$ cat src/rtl/ipv6tc_pkg.sv
// ----------------------------------------------------------------------------
// IPv6 text compressor package
// Shared payload types, queue entry type and character constants.
// ----------------------------------------------------------------------------
package ipv6tc_pkg;

  typedef struct packed {
    logic [63:0] addr_high;
    logic [63:0] addr_low;
  } in_data_t;

  typedef struct packed {
    logic [6:0] char_code;
    logic       last_char;
  } out_data_t;

  // One classified address: the zero run to print as "::", if there is one.
  typedef struct packed {
    logic [127:0] addr;
    logic [2:0]   run_lo;
    logic [2:0]   run_hi;
    logic         has_run;
  } entry_t;

  localparam logic [6:0] CHR_ZERO  = 7'd48;
  localparam logic [6:0] CHR_A     = 7'd97;
  localparam logic [6:0] CHR_COLON = 7'd58;

endpackage

$ cat src/rtl/ipv6tc_front.sv
// ----------------------------------------------------------------------------
// IPv6 text compressor front end
// Finds the zero run whose "::" form gives the shortest, smallest text.
// ----------------------------------------------------------------------------
module ipv6tc_front import ipv6tc_pkg::*; (
  input  logic     in_valid,
  input  in_data_t in_data,
  input  logic     q_full,
  output logic     in_stall,
  output logic     push,
  output entry_t   push_entry
);

  logic [127:0] addr;
  logic [3:0]   run_len;
  logic [2:0]   run_start;
  logic [4:0]   best_score;
  logic [4:0]   score;
  logic [2:0]   best_lo;
  logic [2:0]   best_hi;
  logic         have;
  logic         zero;

  assign addr = {in_data.addr_high, in_data.addr_low};

  // Compressing a run of L groups saves 2L-1 characters, one less at either
  // end of the address. On a tie the later run wins: its text has a digit
  // where the earlier candidate has a colon, and digits sort lower.
  always_comb begin
    run_len    = 4'd0;
    run_start  = 3'd0;
    best_score = 5'd0;
    best_lo    = 3'd0;
    best_hi    = 3'd0;
    have       = 1'b0;
    score      = 5'd0;
    zero       = 1'b0;
    for (int i = 0; i < 9; i++) begin
      zero = (i < 8) && (addr[(7 - (i % 8)) * 16 +: 16] == 16'd0);
      if (zero) begin
        if (run_len == 4'd0) begin
          run_start = 3'(i);
        end
        run_len = run_len + 4'd1;
      end else begin
        if (run_len >= 4'd2) begin
          score = {run_len, 1'b0} - 5'd1 - 5'(run_start == 3'd0) - 5'(i == 8);
          if (!have || score >= best_score) begin
            best_score = score;
            best_lo    = run_start;
            best_hi    = 3'(i - 1);
            have       = 1'b1;
          end
        end
        run_len = 4'd0;
      end
    end
  end

  assign in_stall           = q_full;
  assign push               = in_valid && !q_full;
  assign push_entry.addr    = addr;
  assign push_entry.run_lo  = best_lo;
  assign push_entry.run_hi  = best_hi;
  assign push_entry.has_run = have;

endmodule

$ cat src/rtl/ipv6tc_queue.sv
// ----------------------------------------------------------------------------
// IPv6 text compressor queue
// Two-entry queue between the classifier and the character sequencer.
// ----------------------------------------------------------------------------
module ipv6tc_queue import ipv6tc_pkg::*; (
  input  logic   clk,
  input  logic   rst_n,
  input  logic   push,
  input  entry_t push_entry,
  input  logic   pop,
  output entry_t pop_entry,
  output logic   q_full,
  output logic   q_empty
);

  entry_t     mem_r [2];
  logic       wr_ptr_r, wr_ptr_nxt;
  logic       rd_ptr_r, rd_ptr_nxt;
  logic [1:0] count_r, count_nxt;

  always_comb begin
    wr_ptr_nxt = push ? !wr_ptr_r : wr_ptr_r;
    rd_ptr_nxt = pop ? !rd_ptr_r : rd_ptr_r;
    count_nxt  = count_r + 2'(push) - 2'(pop);
  end

  always_ff @(posedge clk) begin
    if (!rst_n) begin
      wr_ptr_r <= 1'b0;
      rd_ptr_r <= 1'b0;
      count_r  <= 2'd0;
    end else begin
      wr_ptr_r <= wr_ptr_nxt;
      rd_ptr_r <= rd_ptr_nxt;
      count_r  <= count_nxt;
    end
  end

  always_ff @(posedge clk) begin
    if (push) begin
      mem_r[wr_ptr_r] <= push_entry;
    end
  end

  assign pop_entry = mem_r[rd_ptr_r];
  assign q_full    = count_r == 2'd2;
  assign q_empty   = count_r == 2'd0;

endmodule

$ cat src/rtl/ipv6tc_back.sv
// ----------------------------------------------------------------------------
// IPv6 text compressor back end
// Walks groups and nibbles of one address and sends one character a cycle while out_stall is low.
// ----------------------------------------------------------------------------
module ipv6tc_back import ipv6tc_pkg::*; (
  input  logic      clk,
  input  logic      rst_n,
  input  logic      q_empty,
  input  entry_t    pop_entry,
  output logic      pop,
  output logic      out_valid,
  input  logic      out_stall,
  output out_data_t out_data
);

  typedef enum logic [1:0] {PH_DIG, PH_COL, PH_DC1, PH_DC2} phase_t;

  phase_t     ph_r, ph_nxt;
  entry_t     ent_r;
  logic [2:0] g_r, g_nxt;
  logic [1:0] n_r, n_nxt;
  logic       busy_r, busy_nxt;
  logic       out_valid_r;
  out_data_t  out_data_r, out_data_nxt;
  logic       adv;
  logic [15:0] grp;
  logic [3:0]  nib;
  logic [2:0]  g_inc;
  logic [2:0]  hi_inc;

  function automatic logic [1:0] first_nib(input logic [15:0] v);
    logic [1:0] r;
    r = 2'd3;
    if (v[15:12] != 4'd0) begin
      r = 2'd0;
    end else if (v[11:8] != 4'd0) begin
      r = 2'd1;
    end else if (v[7:4] != 4'd0) begin
      r = 2'd2;
    end
    return r;
  endfunction

  function automatic logic [15:0] grp_of(input logic [127:0] a, input logic [2:0] g);
    return a[(3'd7 - g) * 16 +: 16];
  endfunction

  // The next address is loaded in the cycle that registers the last character,
  // so texts leave back to back.
  assign adv    = !out_valid_r || !out_stall;
  assign pop    = !q_empty && (!busy_r || (adv && !busy_nxt));
  assign grp    = grp_of(ent_r.addr, g_r);
  assign nib    = grp[(2'd3 - n_r) * 4 +: 4];
  assign g_inc  = g_r + 3'd1;
  assign hi_inc = ent_r.run_hi + 3'd1;

  always_comb begin
    ph_nxt       = ph_r;
    g_nxt        = g_r;
    n_nxt        = n_r;
    busy_nxt     = busy_r;
    out_data_nxt.char_code = CHR_COLON;
    out_data_nxt.last_char = 1'b0;
    unique case (ph_r)
      PH_DC1: begin
        ph_nxt = PH_DC2;
      end
      PH_DC2: begin
        if (ent_r.run_hi == 3'd7) begin
          out_data_nxt.last_char = 1'b1;
          busy_nxt = 1'b0;
        end else begin
          g_nxt  = hi_inc;
          n_nxt  = first_nib(grp_of(ent_r.addr, hi_inc));
          ph_nxt = PH_DIG;
        end
      end
      PH_DIG: begin
        out_data_nxt.char_code = (nib < 4'd10) ? CHR_ZERO + 7'(nib)
                                               : CHR_A + 7'(nib) - 7'd10;
        if (n_r == 2'd3) begin
          if (g_r == 3'd7) begin
            out_data_nxt.last_char = 1'b1;
            busy_nxt = 1'b0;
          end else begin
            ph_nxt = PH_COL;
          end
        end else begin
          n_nxt = n_r + 2'd1;
        end
      end
      PH_COL: begin
        g_nxt = g_inc;
        if (ent_r.has_run && g_inc == ent_r.run_lo) begin
          ph_nxt = PH_DC2;
        end else begin
          n_nxt  = first_nib(grp_of(ent_r.addr, g_inc));
          ph_nxt = PH_DIG;
        end
      end
      default: begin
        ph_nxt = PH_DIG;
      end
    endcase
  end

  always_ff @(posedge clk) begin
    if (!rst_n) begin
      busy_r      <= 1'b0;
      out_valid_r <= 1'b0;
      ph_r        <= PH_DIG;
      g_r         <= 3'd0;
      n_r         <= 2'd0;
    end else begin
      if (pop) begin
        ent_r  <= pop_entry;
        busy_r <= 1'b1;
        g_r    <= 3'd0;
        n_r    <= first_nib(grp_of(pop_entry.addr, 3'd0));
        ph_r   <= (pop_entry.has_run && pop_entry.run_lo == 3'd0) ? PH_DC1 : PH_DIG;
      end else if (busy_r && adv) begin
        busy_r <= busy_nxt;
        g_r    <= g_nxt;
        n_r    <= n_nxt;
        ph_r   <= ph_nxt;
      end
      if (adv) begin
        out_valid_r <= busy_r;
        if (busy_r) begin
          out_data_r <= out_data_nxt;
        end
      end
    end
  end

  assign out_valid = out_valid_r;
  assign out_data  = out_data_r;

endmodule

$ cat src/rtl/ipv6_address_text_compressor.sv
// ----------------------------------------------------------------------------
// IPv6 address text compressor
// Turns 128-bit addresses into their shortest text form, one char a transfer.
// ----------------------------------------------------------------------------
// Usage:
// The input channel takes one address per transfer as two 64-bit halves.
// The front end classifies it in the same cycle and writes it into a
// two-entry queue; in_stall is high only while that queue is full.
// The back end takes one queued address and produces one character per
// cycle while out_stall is low, through an output register, with last_char
// set on the final character. The next queued address is loaded in the cycle
// that sends the last character, so texts leave back to back; a text has
// 2 to 39 characters.
// From input transfer to first output character an address passes the queue,
// the back end's entry register and the output register.
// When out_stall is high the current character holds and the sequencer
// waits; the queue keeps accepting until it is full.
// Reset empties the queue and the output register; no item is lost once
// transferred, and none is produced until one arrives.
// ----------------------------------------------------------------------------
module ipv6_address_text_compressor import ipv6tc_pkg::*; (
  input  logic      clk,
  input  logic      rst_n,
  input  logic      in_valid,
  output logic      in_stall,
  input  in_data_t  in_data,
  output logic      out_valid,
  input  logic      out_stall,
  output out_data_t out_data
);

  logic   q_full;
  logic   q_empty;
  logic   push;
  logic   pop;
  entry_t push_entry;
  entry_t pop_entry;

  ipv6tc_front u_front (
    .in_valid   (in_valid),
    .in_data    (in_data),
    .q_full     (q_full),
    .in_stall   (in_stall),
    .push       (push),
    .push_entry (push_entry)
  );

  ipv6tc_queue u_queue (
    .clk        (clk),
    .rst_n      (rst_n),
    .push       (push),
    .push_entry (push_entry),
    .pop        (pop),
    .pop_entry  (pop_entry),
    .q_full     (q_full),
    .q_empty    (q_empty)
  );

  ipv6tc_back u_back (
    .clk       (clk),
    .rst_n     (rst_n),
    .q_empty   (q_empty),
    .pop_entry (pop_entry),
    .pop       (pop),
    .out_valid (out_valid),
    .out_stall (out_stall),
    .out_data  (out_data)
  );

`ifndef SYNTHESIS
  a_queue_sane: assert property (@(posedge clk) disable iff (!rst_n)
    !(q_full && q_empty))
    else $error("queue reports full and empty at once");

  a_char_range: assert property (@(posedge clk) disable iff (!rst_n)
    out_valid |-> (out_data.char_code >= CHR_ZERO && out_data.char_code <= 7'd102))
    else $error("character code out of range");

  a_no_pop_empty: assert property (@(posedge clk) disable iff (!rst_n)
    pop |-> !q_empty)
    else $error("pop from empty queue");
`endif

endmodule
$ cat config.mk
export PLATFORM = sky130hd
export DESIGN_NAME = ipv6_address_text_compressor
export DESIGN_NICKNAME = d
export VERILOG_FILES = /design/src/rtl/ipv6tc_pkg.sv /design/src/rtl/ipv6tc_front.sv /design/src/rtl/ipv6tc_queue.sv /design/src/rtl/ipv6tc_back.sv /design/src/rtl/ipv6_address_text_compressor.sv
export SDC_FILE = /design/constraint.sdc
export NUM_CORES = 1
export LEC_CHECK = 0
export BUFFER_PORTS_ARGS = -buffer_cell sky130_fd_sc_hd__buf_2
export CORE_UTILIZATION = 40
export CTS_BUF_LIST = sky130_fd_sc_hd__clkbuf_4
export DETAILED_ROUTE_END_ITERATION = 10
export PLACE_DENSITY = 0.62
export SYNTH_ARGS = -nofsm -noshare
export SYNTH_HDL_FRONTEND = slang
export SYNTH_HIERARCHICAL = 1
export SYNTH_SLANG_ARGS = --single-unit
export TNS_END_PERCENT = 5
$ cat constraint.sdc
create_clock -name clk -period 20.8 [get_ports clk]
set_input_delay 4.16 -clock clk [delete_from_list [all_inputs] [get_ports clk]]
set_output_delay 4.16 -clock clk [all_outputs]
set_load 0.005 [all_outputs]
==> impl_metrics.toml <==
[detailed_routing]
vias = 11200
route.detailed.drc = 4
viasPerCell = 5.16
dr.pass1.iters = 8
drt_iter0_markers = 747
wl_per_cell_um = 21.4
routed_wl_um = 46500
detail-route-antenna-nets = 0

[die]
die_h_um = 227
coreArea_mm2 = 0.0500
die_width_um = 227
rows = 82
die_area_mm2 = 0.0514
start_util_pct = 40.5
io_pins = 142

[setup_path]
startpoint_type = "input port"
rr_worst_depth = 7
cp-end-kind = "flip-flop"
critPathMaxFanout = 15
slowest_stage = "a21oi_1"
crit_type = "in -> reg"
cp.required_ps = 21360
slowest_delay_ps = 690
arrival_ps = 15860

[grt]
grt_pass1_vias = 11300
grt_overflow_total = 0
grt_pass1_wl_um = 68300
grt_max_degree = 76
grt_usage_pct = 18.3
antenna_found_initial = 7

[timing]
min_period_ps = 15300
hold_violations = 0
setup_viol = 0
drv_slew = 0
tightest_slew_ps = 1130
finalSetupTns_ps = 0
max_freq_ghz = 0.0654
rsz0062_at_grt = "false"
final.period_utilization_pct = 73.6
timing.slew.headroom_pct = 24.2
timing.hold.ws_ps = 523
skew_ps = 47.8

[clock_network]
clock_path_buffers = 3
post-cts-setup-buffers = 0
cts.repair.resized = 0
cts_num_sinks = 427
postCtsHoldBufs = 0
cts_root_buf = "clkbuf_4"
cts-htree-levels = 3
cts_tree = "built"
insertion_delay_ps = 850
cts_made_buffers = 105
clk_pin_slew_ps = 70

[synthesis]
synthArstFlopShare_pct = 0
ys_seq_elements = 427
synth_cell_types = 84
synth_top_cell_by_area = "edfxtp_1"
yosysSeqAreaShare_pct = 62.7
synthFlopType = "edfxtp_1"
synthCells = 1342
ys_top_cells_by_area = "edfxtp_1 61%, mux2_2 5.1%, buf_4 4.9%"
syn_avg_cell_area_um2 = 15.1
netlist_area_mm2 = 0.0202
synth_edf_count = 413
synthesis.nets = 1523
synth_top_area_share_pct = 61.3
yosys_warnings = 6

[finish]
final_cell_mix = "413 x edfxtp_1, 141 x clkbuf_4, 141 x buf_2, 91 x mux2_2, 53 x mux2i_1"
layout-drive-gt1-share_pct = 32.8
area.growth.synth_to_final_pct = 8.17
final_util_pct = 43.8
final_nets = 1602
final_common_cell = "edfxtp_1"

[power_and_ir_drop]
internal-power_w = 0.00164
comb_power_share_pct = 17.9
switchingPower_w = 0.000623
p_leak_nw = 7.61
clock_power_share_pct = 29.5
p_sw_share_pct = 27.5
ir_drop_mv = 0.0471
p_per_area_mw_per_mm2 = 103
seq_power_share_pct = 52.6

[placed_design]
hpwlAfterDp_um = 32800
port_buffers = 141
place.gp.congestion = 0.885

[worst_hold_path]
hold_depth = 1
hold_class = "reg -> reg"

[outcome]
status = "finished, violations left"
violations = "DRC"

[run]
timing.max_cap.violations = 0
## flip-flops by register name (all words and copies together) (netlist names), named ones only
register / flops
u_back/out_data: 8
u_queue/mem_r: 270
u_back/busy_r: 1
u_queue/count_r: 2
u_queue/wr_ptr_r: 1
u_back/ph_r: 2
u_queue/rd_ptr_r: 1
u_back/n_r: 2
u_back/g_r: 3
u_back/out_valid: 1
u_back/ent_r: 135
## power by group through the flow
stage / registers (W) / logic (W) / clock network, W
6_report: 0.00119 / 0.000405 / 0.000667
5_1_grt: 0.00120 / 0.000439 / 0.000733
4_1_cts: 0.00119 / 0.000413 / 0.000694
3_5_place_dp: 0.00121 / 0.000410 / 0
3_3_place_gp: 0.00121 / 0.000405 / 0
2_1_floorplan: 0.00119 / 0.000318 / 0
## kinds of logic after synthesis
| logic type | share of synthesized area (%) |
|---|---|
| buffers and inverters | 6.88 |
| XOR/XNOR | 0.588 |
| AND/OR/NAND/NOR | 7.66 |
| AO/OA/AOI/OAI | 5.17 |
| multiplexers | 13.9 |
| flip-flops | 62.7 |
| other | 0.0185 |
| adder cells (fa/ha/maj) | 3.03 |
## critical path: cells and delay by family
family,cells,cell delay (ps)
muxes,3,1010
adders and majority gates,7,1930
AOI/OAI and AO/OA,22,4480
xor gates and xnor gates,1,220
buffers and inverters,5,550
and+or+nand+nor,18,3500
## per-stage QoR
step	instances	total power [W]	area, um^2	setup slack (ps)
floorplan	1342	0.00151	20200	6590
global placement	1986	0.00161	20600	5020
detailed placement	1986	0.00162	20600	4830
CTS	2174	0.00230	21900	5710
global route	2175	0.00237	21900	4690
finish	2177	0.00226	21900	5500
## layout make-up
type                            instances  area [um^2]
Tap cell                              672          841
Multi-Input combinational cell        708         6160
Clock buffer                          141         1060
Timing Repair Buffer                  149          766
Sequential cell                       427        12700
Clock inverter                         47          238
Inverter                               30          113
Fill cell                            4473        28100
Antenna cell                            3         7.51
## Yosys cell counts (13+ instances only)
master,n
o21ai_0,32
mux2_4,50
nand2_1,50
a21oi_1,34
ha_1,49
inv_1,30
mux2_2,91
nand2b_1,19
mux2i_1,53
clkbuf_1,15
nor4_1,48
buf_2,16
nor2b_1,16
nor2_1,51
edfxtp_1,413
nand3_1,16
mux4_2,13
a211oi_1,14
dfxtp_1,14
buf_4,132
a22oi_1,17
## final timing paths
kind / startpoint / end / slack, ps
min reg2reg: u_queue/mem_r[0][1] / u_back/ent_r[1] / 520
max: in_data[98] / u_queue/mem_r[0][6] / 5500
max reg2reg: u_back/g_r[1] / u_back/ent_r[87] / 16180
min: u_queue/mem_r[0][1] / u_back/ent_r[1] / 520
## metal layers
metal  wire length [um]  GRT usage [%]  share of wire [%]
met1              19700           22.5                 42
met2              23000           30.3                 50
met3               2410           4.34                5.2
met4               1330           8.54                2.9
met5                 44              0              0.095
No activity file was read; power rests on OpenSTA's default activity.
